[config.mk]
export PLATFORM = sky130hd
export DESIGN_NAME = xor_rotate_rle_decoder
export DESIGN_NICKNAME = d
export VERILOG_FILES = /design/src/hw/rtl/xrrd_pkg.sv /design/src/hw/rtl/xrrd_ctrl.sv /design/src/hw/rtl/xrrd_dp.sv /design/src/hw/rtl/xor_rotate_rle_decoder.sv
export SDC_FILE = /design/constraint.sdc
export NUM_CORES = 1
export LEC_CHECK = 0
export BUFFER_PORTS_ARGS = -buffer_cell sky130_fd_sc_hd__buf_2
export CAP_MARGIN = 20
export CORE_UTILIZATION = 40
export CTS_BUF_LIST = sky130_fd_sc_hd__clkbuf_4
export DETAILED_ROUTE_END_ITERATION = 12
export SETUP_SLACK_MARGIN = 0.15
export SYNTH_ARGS = -nofsm -noshare
export SYNTH_HDL_FRONTEND = slang
export SYNTH_SLANG_ARGS = --single-unit
[constraint.sdc]
create_clock -name clk -period 2.2 [get_ports clk]
set_input_delay 0.22 -clock clk [delete_from_list [all_inputs] [get_ports clk]]
set_output_delay 0.22 -clock clk [all_outputs]
set_load 0.01 [all_outputs]
[src/hw/rtl/xrrd_pkg.sv]
// Package for the XOR/rotate run-length decoder: payload types, register
// indexes and sizing constants. No dependencies.
package xrrd_pkg;

	// Sizing
	localparam int OUT_LANES_DEF = 8;
	localparam int MAX_RESULTS   = 32;
	localparam int RES_CNT_W     = $clog2(MAX_RESULTS);
	localparam int CFG_IDX_W     = 2;
	localparam int CFG_DATA_W    = 8;

	// Register reset values
	localparam logic [7:0] KEY_RESET = 8'h5A;
	localparam logic [2:0] ROT_RESET = 3'd3;

	// Register indexes
	localparam logic [CFG_IDX_W-1:0] REG_XOR_KEY = 2'd0;
	localparam logic [CFG_IDX_W-1:0] REG_ROTATE  = 2'd1;

	// Position inside a triplet
	localparam logic [1:0] PH_SKIP   = 2'd0;
	localparam logic [1:0] PH_COUNT  = 2'd1;
	localparam logic [1:0] PH_SYMBOL = 2'd2;

	typedef struct packed {
		logic [7:0] enc_byte;
		logic       in_last;
	} in_item_t;

	typedef struct packed {
		logic [7:0] out_symbol;
		logic [3:0] out_copies;
		logic       out_last;
	} out_item_t;

	// Controller to datapath
	typedef struct packed {
		logic accept;   // input transaction taken this cycle
		logic emit;     // load next result into the output register
	} xrrd_cmd_t;

	// Datapath to controller
	typedef struct packed {
		logic run_start; // current input completes a triplet with nonzero count
		logic out_free;  // output register can take a result this cycle
		logic emit_last; // result being built ends the run
	} xrrd_stat_t;

endpackage

[src/hw/rtl/xrrd_ctrl.sv]
// Controller for the XOR/rotate run-length decoder: idle/emit sequencing.
// Depends on xrrd_pkg.
module xrrd_ctrl (
	input  logic                clk,
	input  logic                arst_n,
	input  logic                in_valid,
	output logic                in_stall,
	input  xrrd_pkg::xrrd_stat_t stat,
	output xrrd_pkg::xrrd_cmd_t  cmd
);

	localparam logic ST_IDLE = 1'b0;
	localparam logic ST_EMIT = 1'b1;

	logic state_q;
	logic state_d;

	// Input is only taken between runs
	assign in_stall   = (state_q != ST_IDLE);
	assign cmd.accept = in_valid & ~in_stall;
	assign cmd.emit   = (state_q == ST_EMIT) & stat.out_free;

	// Next state
	always_comb begin
		state_d = state_q;
		unique case (state_q)
			ST_IDLE: begin
				if (cmd.accept && stat.run_start) state_d = ST_EMIT;
			end
			ST_EMIT: begin
				if (cmd.emit && stat.emit_last) state_d = ST_IDLE;
			end
			default: state_d = ST_IDLE;
		endcase
	end

	always_ff @(posedge clk or negedge arst_n) begin
		if (!arst_n) begin
			state_q <= ST_IDLE;
		end else begin
			state_q <= state_d;
		end
	end

endmodule

[src/hw/rtl/xrrd_dp.sv]
// Datapath for the XOR/rotate run-length decoder: config registers, decrypt,
// triplet tracking, run splitting and the output register. Depends on xrrd_pkg.
module xrrd_dp #(
	parameter int OUT_LANES = xrrd_pkg::OUT_LANES_DEF
) (
	input  logic                                clk,
	input  logic                                arst_n,
	input  logic                                cfg_we,
	input  logic [xrrd_pkg::CFG_IDX_W-1:0]      cfg_index,
	input  logic [xrrd_pkg::CFG_DATA_W-1:0]     cfg_data,
	input  xrrd_pkg::in_item_t                  in_data,
	output logic                                out_valid,
	input  logic                                out_stall,
	output xrrd_pkg::out_item_t                 out_data,
	input  xrrd_pkg::xrrd_cmd_t                 cmd,
	output xrrd_pkg::xrrd_stat_t                stat
);

	localparam logic [7:0] LANES = 8'(OUT_LANES);
	localparam logic [xrrd_pkg::RES_CNT_W-1:0] CNT_MAX =
		xrrd_pkg::RES_CNT_W'(xrrd_pkg::MAX_RESULTS - 1);

	logic [7:0]  key_q;
	logic [2:0]  rot_q;
	logic [1:0]  phase_q;
	logic [7:0]  held_q;
	logic [7:0]  copies_q;
	logic [7:0]  symbol_q;
	logic [xrrd_pkg::RES_CNT_W-1:0] cnt_q;
	logic        out_valid_q;
	xrrd_pkg::out_item_t out_q;

	logic [15:0] rot_wide;
	logic [7:0]  dec_byte;
	logic [7:0]  chunk;
	logic [7:0]  remain;

	// Configuration registers
	always_ff @(posedge clk or negedge arst_n) begin
		if (!arst_n) begin
			key_q <= xrrd_pkg::KEY_RESET;
			rot_q <= xrrd_pkg::ROT_RESET;
		end else if (cfg_we) begin
			if (cfg_index == xrrd_pkg::REG_XOR_KEY) key_q <= cfg_data;
			if (cfg_index == xrrd_pkg::REG_ROTATE)  rot_q <= cfg_data[2:0];
		end
	end

	// Decrypt: XOR then rotate right
	assign rot_wide = {in_data.enc_byte ^ key_q, in_data.enc_byte ^ key_q} >> rot_q;
	assign dec_byte = rot_wide[7:0];

	// Split the run into results of at most OUT_LANES copies
	assign chunk  = (copies_q > LANES) ? LANES : copies_q;
	assign remain = copies_q - chunk;

	assign stat.run_start = (phase_q == xrrd_pkg::PH_SYMBOL) && (held_q != 8'd0);
	assign stat.out_free  = ~out_valid_q | ~out_stall;
	assign stat.emit_last = (remain == 8'd0) || (cnt_q == CNT_MAX);

	// Triplet phase, control state
	always_ff @(posedge clk or negedge arst_n) begin
		if (!arst_n) begin
			phase_q <= xrrd_pkg::PH_SKIP;
		end else if (cmd.accept) begin
			if (in_data.in_last) begin
				phase_q <= xrrd_pkg::PH_SKIP;
			end else begin
				unique case (phase_q)
					xrrd_pkg::PH_COUNT:  phase_q <= xrrd_pkg::PH_SYMBOL;
					xrrd_pkg::PH_SYMBOL: phase_q <= xrrd_pkg::PH_SKIP;
					default:             phase_q <= xrrd_pkg::PH_COUNT;
				endcase
			end
		end
	end

	// Count, symbol and run progress
	always_ff @(posedge clk) begin
		if (cmd.accept && phase_q == xrrd_pkg::PH_COUNT) begin
			held_q <= dec_byte;
		end
		if (cmd.accept && phase_q == xrrd_pkg::PH_SYMBOL) begin
			symbol_q <= dec_byte;
			copies_q <= held_q;
			cnt_q    <= '0;
		end else if (cmd.emit) begin
			copies_q <= remain;
			cnt_q    <= cnt_q + 1'b1;
		end
	end

	// Output register
	always_ff @(posedge clk or negedge arst_n) begin
		if (!arst_n) begin
			out_valid_q <= 1'b0;
		end else if (cmd.emit) begin
			out_valid_q <= 1'b1;
		end else if (!out_stall) begin
			out_valid_q <= 1'b0;
		end
	end

	always_ff @(posedge clk) begin
		if (cmd.emit) begin
			out_q.out_symbol <= symbol_q;
			out_q.out_copies <= chunk[3:0];
			out_q.out_last   <= stat.emit_last;
		end
	end

	assign out_valid = out_valid_q;
	assign out_data  = out_q;

endmodule

[src/hw/rtl/xor_rotate_rle_decoder.sv]
// XOR/rotate decrypting run-length decoder, usage notes
// Input channel (in_valid/in_stall/in_data): one encrypted byte per transaction,
//   with in_last marking the end of a stream; a partial triplet is then dropped.
// Output channel (out_valid/out_stall/out_data): one result per transaction, the
//   symbol with 1..OUT_LANES copies; out_last marks the final result of a run.
// Config port: cfg_we/cfg_index/cfg_data, index 0 xor_key, index 1 rotate_amount.
// Timing: between runs input runs at one byte per cycle; a symbol byte ending a
//   triplet with count N > 0 holds off input until ceil(N/OUT_LANES) results
//   (capped at 32) are loaded. The byte fills the run registers, the controller
//   enters its emit state, then the output register loads the first result. It
//   releases one result per cycle unless stalled, so run length bounds the rate.
// Receiver stall: results hold in the output register and the run sequencer
//   waits; input stays stalled until the last result of the run is loaded.
// Reset: asynchronous, clears the triplet phase and the output valid and loads
//   xor_key 0x5A, rotate_amount 3. No clearing pass; the block is ready at once.
// Depends on xrrd_pkg, xrrd_ctrl, xrrd_dp.
module xor_rotate_rle_decoder #(
	parameter int OUT_LANES = xrrd_pkg::OUT_LANES_DEF
) (
	input  logic                            clk,
	input  logic                            arst_n,
	input  logic                            cfg_we,
	input  logic [xrrd_pkg::CFG_IDX_W-1:0]  cfg_index,
	input  logic [xrrd_pkg::CFG_DATA_W-1:0] cfg_data,
	input  logic                            in_valid,
	output logic                            in_stall,
	input  xrrd_pkg::in_item_t              in_data,
	output logic                            out_valid,
	input  logic                            out_stall,
	output xrrd_pkg::out_item_t             out_data
);

	xrrd_pkg::xrrd_cmd_t  cmd;
	xrrd_pkg::xrrd_stat_t stat;

	// Sequencer
	xrrd_ctrl u_ctrl (
		.clk      (clk),
		.arst_n   (arst_n),
		.in_valid (in_valid),
		.in_stall (in_stall),
		.stat     (stat),
		.cmd      (cmd)
	);

	// Datapath
	xrrd_dp #(
		.OUT_LANES (OUT_LANES)
	) u_dp (
		.clk       (clk),
		.arst_n    (arst_n),
		.cfg_we    (cfg_we),
		.cfg_index (cfg_index),
		.cfg_data  (cfg_data),
		.in_data   (in_data),
		.out_valid (out_valid),
		.out_stall (out_stall),
		.out_data  (out_data),
		.cmd       (cmd),
		.stat      (stat)
	);

endmodule

==> results of run 1 <==
[per-stage QoR]
stage / worst slack (ns) / hold WS, ns
finish: 0.0309 / 0.0321
global route: -0.0444 / 0.0110
CTS: 0.127 / 0.00312
detailed placement: 0.0461 / 0.147
global placement: 0.0665 / 0.147
floorplan: 0.450 / -0.0756
[path summary, 6_finish.rpt]
| kind | endpoint | slack [ns] | cells past startpoint |
|---|---|---|---|
| max | u_dp.out_data[0] | 0.03 | 9 |
| min | u_dp.phase_q[1] | 0.03 | 2 |
| max reg2reg | u_dp.out_data[0] | 0.03 | 9 |
| min reg2reg | u_dp.out_data[11] | 0.43 | 0 |
| max in group asynchronous | u_dp.key_q[4] | 1.65 | 2 |
| min in group asynchronous | u_dp.key_q[0] | 0.25 | 2 |
[sequential cells by signal, summed over array words and instances (netlist names)]
name             count
u_dp.rot_q           3
u_dp.symbol_q        8
u_dp.copies_q        8
u_dp.out_data       13
u_dp.cnt_q           5
u_dp.held_q          8
u_ctrl.in_stall      1
u_dp.key_q           8
u_dp.phase_q         2
u_dp.out_valid       1
[layout make-up]
type                            instances  area [sq um]  share of cell area [%]
Tap cell                               77          96.3                    2.93
Timing Repair Buffer                   55           324                    9.86
Clock inverter                          7          46.3                    1.41
Multi-Input combinational cell        126          1100                    33.6
Sequential cell                        57          1590                    48.5
Clock buffer                            9          67.6                    2.06
Inverter                               14          52.6                    1.60
[worst max-delay path: cells and delay by family (launching register included)]
kind | cells | cell delay, ns
DFF | 1 | 0.40
adders and majority gates | 1 | 0.19
AOI/OAI and AO/OA | 2 | 0.36
and+or+nand+nor | 5 | 0.94
buffers and inverters | 1 | 0.05
[cells in the mapped netlist (2+ instances only)]
| cell type | number | area (sq um) |
|---|---|---|
| dfrtp_1 | 9 | 225 |
| ha_1 | 5 | 62.6 |
| nand3b_1 | 2 | 15.0 |
| a21oi_1 | 5 | 25.0 |
| edfxtp_1 | 37 | 1110 |
| dfstp_2 | 6 | 158 |
| xor2_1 | 10 | 87.6 |
| o21ai_0 | 4 | 20.0 |
| dfxtp_1 | 5 | 100 |
| nor4_1 | 4 | 25.0 |
| mux4_2 | 8 | 180 |
| nor2_1 | 14 | 52.6 |
| o22ai_1 | 2 | 12.5 |
| mux2i_1 | 10 | 100 |
| nand2b_1 | 4 | 25.0 |
| clkbuf_1 | 5 | 18.8 |
| nand3_1 | 2 | 10.0 |
| and3_1 | 4 | 25.0 |
| xnor2_1 | 3 | 26.3 |
| a31oi_1 | 3 | 18.8 |
| nand2_1 | 16 | 60.1 |
| inv_1 | 14 | 52.6 |
| o21bai_1 | 2 | 15.0 |
| o31ai_1 | 3 | 22.5 |
| buf_6 | 2 | 22.5 |
| mux2_2 | 11 | 124 |
[where the power goes]
part | internal [mW] | leakage [nW] | switching [mW]
Clock | 0.229 | 0.0597 | 0.410
Sequential | 1.61 | 0.558 | 0.236
Combinational | 0.749 | 0.721 | 0.806
Total | 2.59 | 1.34 | 1.45
[layer usage]
metal	vias up	track usage, %
met2	63	24.2
met5	-	0
met4	0	7.55
li1	871	-
met1	859	19.9
met3	8	4.33
[cells by family after synthesis]
group,Yosys count
adders and majority gates,5
muxes,29
xor gates and xnor gates,13
AOI/OAI and AO/OA,25
buffers and inverters,22
and+or+nand+nor,53
DFF,57
other,1
[repair_timing]
action | 4_1_cts | 5_1_grt
endpoints found under the setup margin | 5 | 5
setup buffers | 1 | 2
hold buffers | 1 | 0
pin swaps | 11 | 9
resized for setup | 5 | 6
hold endpoints to repair | 15 | 0
==> metrics, run 1 <==
PD cells=1230 mW/mm^2; adder-cell share of the synthesized area=2.29%; Cells after Synth=205; leading cell type in the layout, fill and taps excluded=buf_2; post-synthesis sequential area ratio=58.3%; CTS HTree Levels=3; Slowest-stage cell, CP=or4_4; fin nets=292; status=complete, no violations; Met2 Wirelength=2.43 mm; GRT Total Usage=15.4%; initial antenna violation count=0; Area growth, synth to finish=20.1%; Leak=1.34 nW; Yosys reg bits=57; Clock transition at path regs=0.10 ns; Initial Utilization=42.4%; Inst Count DP=325; Hold Path Origin=in_data[0]; EDFF count, synth=37; Slew Limit Fails=0; Final Hold Violating Endpoints=0; Ant. Diodes=0; critical-path cell list=or4_4 > nor2_4 > inv_2 > nand2_2 > ha_4 > nor4b_4 > o22ai_2 > nand3_2 > a21o_1; Synth Area in Compound Gates=6.72%; ANT nets after route=0; Layout Cells excl Fill=345; Die H=84.7 um; multiplexer share of the synthesized area=14.8%; FFs w/ async S/R, synth=26.3%; grt ovf=0; # DRC=0; root buf cell=clkbuf_4; post-synthesis net count=234; Ys Warns=0; CTS Buf Count=9; first-pass GRT wire length=8.40 mm; pin count of the biggest net entering global routing=19; final core occ=50.9%; Overall Power=4.04 mW; Crit Path Category=reg -> reg; fmax=461 MHz; CP Max Fanout=7; num rows=29; initial drt markers=79; post-synthesis xor/xnor area fraction=4.16%; Min Clock Period, post-route=2.17 ns; Sink Count=57; Max-Cap Viols=0; Final period util=98.6%; CP required=2.36 ns; CTS tree=done; RSZ-0062 raised after global routing=true; HPWL Detailed=3.50 mm; Placeable Area=0.00646 sq mm; vias in the first global route=1753; die span in x=84.7 um; Simple-Gate Fraction of Synth Area=10.1%; total wire length=5.05 mm; Critical Path Max Stage Delay=0.57 ns; design area=0.00329 sq mm; die area=0.00718 sq mm; Synth Flop Type=edfxtp_1; top layer in use=met4; VDD IR-drop max=0.388 mV; Mapped Avg Cell Area=13.3 sq um; M1 WL=2.29 mm; final setup fails=0; Clock Tree Buf Depth=2; routed length per instance=14.6 um; Unique masters post-synth=41; Worst R2R Start=u_dp.copies_q[4]; largest family of logic cells by synthesized area=multiplexers; vias=1801; I/O Buffers=38; IO Count=39; vias per inst=5.22; max_slew headroom=58.8%; most frequent cells in the layout=buf_2, edfxtp_1, nand2_1, buf_4; share of cells above drive strength 1=39.6%; WL met3=274 um; Area after DPL=0.00308 sq mm; GP Congestion=0.851; crit path capture type=flop; CP startpoint=u_dp.copies_q[4]; worst hold path class=in -> reg; Initial DRT Pass Iterations=6; Worst Setup Start Kind=flop; Worst EP arrival=2.33 ns; clk_lat worst skew=0.39 ns; Worst Tran Pin Value=0.616 ns; Mapped Area=0.00274 sq mm; setup_tns=0 ns; number of fill cells=579; clock skew=0.0141 ns
Note: power is estimated with default switching activity, not from simulation.
==> run 2: changes to the inputs <==
CELL_PAD_IN_SITES_DETAIL_PLACEMENT = 1   (was unset)
CELL_PAD_IN_SITES_GLOBAL_PLACEMENT = 1   (was unset)
CORE_MARGIN = 3   (was unset)
PLACE_DENSITY_LB_ADDON = 0.1   (was unset)
SYNTH_HIERARCHICAL = 1   (was unset)
==> run 2 against run 1 <==
  * Design area is 3.4% lower
  * Sequential share of layout area is 1.7 points higher
  * Largest power group unchanged
  * Routed wire length is 15% higher
  * Clock skew is 0.0033 ns lower
  * Power is 4.0% lower
  * Worst setup slack better by 0.20 ns
  * Critical path type unchanged
  * Critical endpoint is now u_dp/copies_q[6]
  * Flip-flop and latch count stayed put
  * Fmax is 10% higher
  * Count of clock-buffer cells in the layout stayed put
  * Synthesized area is 2.5% lower
  * Global-route usage is 0.88 points higher
  * Critical path depth is 1 lower
==> metrics, run 2 <==
routed length per instance=16.5 um (was 14.6 um); Mapped Area=0.00267 sq mm (was 0.00274 sq mm); Ant. Diodes=0 (unchanged); Synth Flop Type=edfxtp_1 (unchanged); setup_tns=0 ns (unchanged); Worst Setup Start Kind=flop (unchanged); Clock Tree Buf Depth=2 (unchanged); CP startpoint=u_dp/copies_q[5] (was u_dp.copies_q[4]); FFs w/ async S/R, synth=26.3% (unchanged); design area=0.00317 sq mm (was 0.00329 sq mm); WHS Path Cells=2 (unchanged); Max-Cap Viols=0 (unchanged); Clock transition at path regs=0.10 ns (about the same); Hold Path Origin=cfg_data[3] (was in_data[0]); GRT Total Usage=16.3% (was 15.4%); Layout Cells excl Fill=350 (was 345); Worst R2R Start=u_dp/copies_q[5] (was u_dp.copies_q[4]); status=complete, no violations (unchanged); post-synthesis net count=239 (was 234); max_slew headroom=52.5% (was 58.8%); reg-to-reg endpoint=u_dp/copies_q[6] (was u_dp.out_data[0]); Initial Utilization=41.5% (was 42.4%); fmax=507 MHz (was 461 MHz); die area=0.00769 sq mm (was 0.00718 sq mm); Slowest-stage cell, CP=edfxtp_1 (was or4_4); vias in the first global route=1920 (was 1753); hold slack=0.0607 ns (was 0.0321 ns); share of cells above drive strength 1=34.8% (was 39.6%); Mapped Avg Cell Area=12.7 sq um (was 13.3 sq um); Synth top area share=41.7% (was 40.6%); clk_lat worst skew=0.39 ns (about the same); VDD IR-drop max=0.424 mV (was 0.388 mV); Placeable Area=0.00642 sq mm (was 0.00646 sq mm); root buf cell=clkbuf_4 (unchanged); die span in x=87.7 um (was 84.7 um); vias=1871 (was 1801); Area after DPL=0.00299 sq mm (was 0.00308 sq mm); CP required=2.36 ns (about the same); PD cells=1220 mW/mm^2 (was 1230 mW/mm^2); Initial DRT Pass Iterations=4 (was 6); fin nets=298 (was 292); most frequent cells in the layout=buf_2, edfxtp_1, nand2_1, nor2_1, buf_4 (was buf_2, edfxtp_1, nand2_1, buf_4); CP Max Fanout=6 (was 7); Inst Count DP=328 (was 325); EDFF count, synth=37 (unchanged); leading cell type in the layout, fill and taps excluded=buf_2 (unchanged); initial drt markers=84 (was 79); Area growth, synth to finish=19.0% (was 20.1%); Yosys reg bits=57 (unchanged); IO Count=39 (unchanged); Unique masters post-synth=50 (was 41); area leader, netlist=edfxtp_1 (unchanged); number of fill cells=697 (was 579); Min Clock Period, post-route=1.97 ns (was 2.17 ns); Hold EP=u_dp/key_q[3] (was u_dp.phase_q[1]); Ys Warns=6 (was 0); critical-path cell list=nor3_2 > nand2_1 > nand2_2 > ha_4 > or3_4 > a221oi_4 > xnor2_2 > o21ai_2 (was or4_4 > nor2_4 > inv_2 > nand2_2 > ha_4 > nor4b_4 > o22ai_2 > nand3_2 > a21o_1); Reg2Reg Setup Slack=0.23 ns (was 0.03 ns); worst hold path class=in -> reg (unchanged); Final Hold Violating Endpoints=0 (unchanged); final setup fails=0 (unchanged); vias per inst=5.35 (was 5.22); Leak=1.29 nW (was 1.34 nW); Final period util=89.7% (was 98.6%); CTS Buf Count=9 (unchanged); Cells after Synth=210 (was 205); post-synthesis sequential area ratio=59.8% (was 58.3%); initial antenna violation count=0 (unchanged); ANT nets after route=0 (unchanged); clock skew=0.0108 ns (was 0.0141 ns); RSZ-0062 raised after global routing=true (unchanged); Critical Path Max Stage Delay=0.43 ns (was 0.57 ns); Worst Tran Pin Value=0.709 ns (was 0.616 ns); total wire length=5.78 mm (was 5.05 mm); final core occ=49.4% (was 50.9%); Die H=87.7 um (was 84.7 um); GP Congestion=0.849 (was 0.851); grt ovf=0 (unchanged); number of flip-flops in the largest register=13 (unchanged); first-pass GRT wire length=9.50 mm (was 8.40 mm); pin count of the biggest net entering global routing=20 (was 19); CTS HTree Levels=3 (unchanged); top-count cell post-synth=edfxtp_1 (unchanged); Sink Count=57 (unchanged); largest cells by area after synthesis=edfxtp_1, dfrtp_1, dfstp_2 (was edfxtp_1, dfrtp_1, mux4_2); Crit Path Category=reg -> reg (unchanged); I/O Buffers=38 (unchanged); num rows=29 (unchanged); crit path capture type=flop (unchanged); Worst EP arrival=2.13 ns (was 2.33 ns); Slew Limit Fails=0 (unchanged); HPWL Detailed=4.25 mm (was 3.50 mm); # DRC=0 (unchanged); Worst R2R Path Depth=8 (was 9); CTS tree=done (unchanged); most common library cells after synthesis=edfxtp_1, nand2_1, nor2_1 (was edfxtp_1, nand2_1, inv_1, nor2_1, mux2_2)
run 2: changes by cell type in the layout (fill, tap and decap cells not counted), sizes merged, moves of 4 or more:
| cell | before | now |
|---|---|---|
| inv | 15 | 4 |
| mux4 | 8 | 2 |
| nor3 | 0 | 6 |
| o22ai | 2 | 7 |
| mux2i | 10 | 6 |
run 2: routing by layer:
layer	vias up	wire length (um)	GRT usage, %	part of all wire [%]
li1	903	-	-	-
met1	924	2680	21.3	46
met2	39	2790	25.6	48
met3	5	265	6.21	4.6
met4	0	44	4.32	0.76
met5	-	0	0	0
run 2: how the worst max path moves through the flow:
stage                                   to  slack (ns)  cells after the start
after CTS                 u_dp/copies_q[6]        0.15                      8
after floorplan           u_dp/copies_q[6]        0.20                      8
final                     u_dp/copies_q[6]        0.23                      8
after detailed placement  u_dp/copies_q[6]        0.17                      8
after global placement    u_dp/copies_q[6]        0.20                      8
after global routing      u_dp/copies_q[6]        0.12                      8
run 2: cells by family after synthesis:
kind of cell	synth area share [%]
compound gates	10.2
other cells	0.141
buf+inv	1.59
mux	8.58
xor+xnor	4.60
flops	59.8
simple gates	12.8
fa+ha+maj	2.35
run 2: final cells by class:
| class | instances | area [sq um] | share of cell area, % |
|---|---|---|---|
| Timing Repair Buffer | 54 | 315 | 9.93 |
| Clock buffer | 9 | 67.6 | 2.13 |
| Inverter | 4 | 15.0 | 0.473 |
| Multi-Input combinational cell | 143 | 1060 | 33.4 |
| Sequential cell | 57 | 1590 | 50.2 |
| Tap cell | 77 | 96.3 | 3.04 |
| Clock inverter | 6 | 26.3 | 0.828 |
run 2: repair_timing:
| item | 4_1_cts | 5_1_grt |
|---|---|---|
| resized for setup | 0 | 5 |
| setup endpoints to repair | 1 | 4 |
| buffers inserted | 1 | 4 |
| endpoints found under the hold margin | 14 | 0 |
| hold buffers | 2 | 0 |
| pin swaps | 0 | 2 |
run 2: where the power goes:
part	switching, mW	total [mW]	internal [mW]
Clock	0.387	0.596	0.209
Combinational	0.806	1.49	0.682
Sequential	0.218	1.79	1.57
run 2: stage by stage:
| stage | setup WS (ns) | total power [mW] |
|---|---|---|
| 2_1_floorplan | 0.202 | 2.72 |
| 3_3_place_gp | 0.197 | 3.13 |
| 3_5_place_dp | 0.167 | 3.18 |
| 4_1_cts | 0.152 | 3.81 |
| 5_1_grt | 0.122 | 4.17 |
| 6_report | 0.227 | 3.88 |
run 2: worst max-delay path: cells and delay by family, from the launching register on:
family	cells	cell delay, ns
and+or+nand+nor	4	0.62
DFF	1	0.43
AOI/OAI and AO/OA	2	0.36
adders and majority gates	1	0.19
xor gates and xnor gates	1	0.15
==> run 3: changes to the inputs <==
clock period = 1.76 ns   (was 2.2 ns; I/O delays follow)
==> run 3 against run 2 <==
  * Count of clock-buffer cells in the layout unchanged
  * Sequential power up 25%
  * Via count up 4.2%
  * Clock skew up 0.0056 ns
  * Combinational power up 52%
  * Highest routed layer unchanged
  * Sequential share of layout area down 6.5 points
  * Register-to-register slack worse by 0.34 ns
  * Clock power up 60%
  * Final cell count up 7.7%
  * Worst setup slack worse by 0.34 ns
  * Die area unchanged
  * Critical endpoint unchanged
  * Flip-flop and latch count unchanged
  * The flow now finishes with violations (setup timing)
==> metrics, run 3 (synthesized netlist as in run 2, its figures left out) <==
cell mode on critical path=nand2_2; grt ovf=0 (unchanged); CTS HTree Levels=3 (unchanged); crit path capture type=flop (unchanged); Worst R2R Path Depth=8 (unchanged); Clock Tree Buf Depth=2 (unchanged); first-pass GRT wire length=9.84 mm (was 9.50 mm); die area=0.00769 sq mm (unchanged); Reg2Reg Setup Slack=-0.11 ns (was 0.23 ns); most frequent cells in the layout=buf_2, edfxtp_1, buf_4 (was buf_2, edfxtp_1, nand2_1, nor2_1, buf_4); clock skew=0.0163 ns (was 0.0108 ns); Layout Cells excl Fill=377 (was 350); Initial DRT Pass Iterations=4 (unchanged); routed length per instance=16.2 um (was 16.5 um); PD cells=1500 mW/mm^2 (was 1220 mW/mm^2); hold slack=0.0253 ns (was 0.0607 ns); switching part of the total=36.1% (was 36.4%); critical-path cell list=nor2_4 > nand2_2 > nand2_2 > ha_4 > or3_4 > a221oi_4 > xnor2_1 > o21ai_2 (was nor3_2 > nand2_1 > nand2_2 > ha_4 > or3_4 > a221oi_4 > xnor2_2 > o21ai_2); I/O Buffers=38 (unchanged); GP Congestion=0.875 (was 0.849); Inst Count DP=339 (was 328); setup_tns=-0.412 ns (was 0 ns); vias per inst=5.17 (was 5.35); Seq pwr share=41.1% (was 46.2%); CTS Buf Count=9 (unchanged); vias=1949 (was 1871); CP required=1.93 ns (was 2.36 ns); clk_lat worst skew=0.40 ns (was 0.39 ns); CTS tree=done (unchanged); fin nets=324 (was 298); CP Max Fanout=4 (was 6); CP startpoint=u_dp/copies_q[6] (was u_dp/copies_q[5]); GRT Total Usage=17.1% (was 16.3%); root buf cell=clkbuf_4 (unchanged); NetSw=1.97 mW (was 1.41 mW); Clock transition at path regs=0.11 ns (was 0.10 ns); # DRC=0 (unchanged); number of fill cells=652 (was 697); Slowest-stage cell, CP=edfxtp_1 (unchanged); Critical Path Max Stage Delay=0.43 ns (about the same); worst hold path class=in -> reg (unchanged); Min Clock Period, post-route=1.87 ns (was 1.97 ns); Area growth, synth to finish=36.5% (was 19.0%); reg-to-reg endpoint=u_dp/copies_q[6] (unchanged); total wire length=6.12 mm (was 5.78 mm); Initial Utilization=41.5% (unchanged); Worst EP arrival=2.04 ns (was 2.13 ns); share of cells above drive strength 1=49.0% (was 34.8%); status=complete, but fails checks (was complete, no violations); pin count of the biggest net entering global routing=16 (was 20); Die H=87.7 um (unchanged); IO Count=39 (unchanged); final worst setup slack=-0.111 ns (was 0.227 ns); P_int=3.49 mW (was 2.47 mW); vias in the first global route=1942 (was 1920); ANT nets after route=0 (unchanged); initial drt markers=61 (was 84); die span in x=87.7 um (unchanged); Sink Count=57 (unchanged); max_slew headroom=65.5% (was 52.5%); initial antenna violation count=0 (unchanged); Worst Setup Start Kind=flop (unchanged); Hold EP=u_dp/key_q[7] (was u_dp/key_q[3]); clock share of power=17.5% (was 15.4%); Comb pwr share=41.4% (was 38.4%); Final period util=106% (was 89.7%); Slew Limit Fails=0 (unchanged); fmax=534 MHz (was 507 MHz); Ant. Diodes=0 (unchanged); RSZ-0062 raised after global routing=true (unchanged); Crit Path Category=reg -> reg (unchanged); Max-Cap Viols=0 (unchanged); failing checks=setup timing; num rows=29 (unchanged); WHS Path Cells=2 (unchanged); Worst R2R Start=u_dp/copies_q[6] (was u_dp/copies_q[5]); HPWL Detailed=4.35 mm (was 4.25 mm); number of flip-flops in the largest register=13 (unchanged); Hold Path Origin=cfg_data[7] (was cfg_data[3]); Leak=1.44 nW (was 1.29 nW); Setup WS pre-CTS=-0.152 ns (was 0.167 ns); VDD IR-drop max=0.596 mV (was 0.424 mV); leading cell type in the layout, fill and taps excluded=buf_2 (unchanged); Worst Tran Pin Value=0.517 ns (was 0.709 ns); final setup fails=5 (was 0); Placeable Area=0.00642 sq mm (unchanged); Final Hold Violating Endpoints=0 (unchanged)
==> run 3: cell types whose count changed in the layout (fill, tap and decap cells not counted), sizes merged <==
| cell | delta |
|---|---|
| buf | +19 |
| dlygate4sd3 | +7 |
| clkinvlp | +4 |
| bufinv | +1 |
| inv | -1 |
| clkinv | -3 |
==> run 3: per-layer routing <==
layer,global-route usage [%],routed length [um],up-vias
li1,-,-,953
met1,21.1,2740,948
met2,28.6,3060,40
met3,4.14,228,8
met4,7.11,92,0
met5,0,0,-
==> run 3: worst max-delay path by stage <==
stage | endpoint | slack (ns) | depth (start not counted)
2_1_floorplan | u_dp/held_q[1] | 0.16 | 4
3_3_place_gp | u_dp/copies_q[6] | -0.10 | 8
3_5_place_dp | u_dp/copies_q[6] | -0.15 | 8
4_1_cts | u_dp/copies_q[6] | -0.1 | 8
5_1_grt | u_dp/copies_q[6] | -0.22 | 8
6_report | u_dp/copies_q[6] | -0.11 | 8
==> run 3: cell type report <==
class | count | area (sq um) | share of cell area (%)
Timing Repair Buffer | 80 | 548 | 15.0
Multi-Input combinational cell | 143 | 1250 | 34.2
Clock buffer | 9 | 67.6 | 1.86
Sequential cell | 57 | 1590 | 43.8
Inverter | 4 | 18.8 | 0.515
Tap cell | 77 | 96.3 | 2.65
Clock inverter | 7 | 71.3 | 1.96
==> run 3: what timing repair did <==
item                       CTS  global route
hold endpoints to repair    24             1
pin swaps                    7             7
setup endpoints to repair   21            33
setup buffers               10             3
hold buffers                 8             1
gates resized for setup     21            21
==> run 3: worst max-delay path: cells and delay by family, from the launching register on <==
family                     cells  cell delay, ns
DFF                            1            0.43
adders and majority gates      1            0.18
xor gates and xnor gates       1            0.17
AOI/OAI and AO/OA              2            0.30
and+or+nand+nor                4            0.57
==> run 3: through the flow <==
stage	power [mW]	utilization [%]	cell area [sq um]
2_1_floorplan	3.44	-	2690
3_3_place_gp	4.06	48.2	3100
3_5_place_dp	4.12	48.2	3100
4_1_cts	5.34	54.5	3500
5_1_grt	5.83	56.7	3640
6_report	5.46	56.7	3640
==> run 3: power by group through the flow <==
stage / logic, mW / registers [mW] / clock network, mW
after floorplan: 1.18 / 2.26 / 0
after global placement: 1.84 / 2.22 / 0
after detailed placement: 1.88 / 2.24 / 0
after CTS: 2.13 / 2.22 / 0.988
after global routing: 2.50 / 2.29 / 1.05
final: 2.26 / 2.24 / 0.955
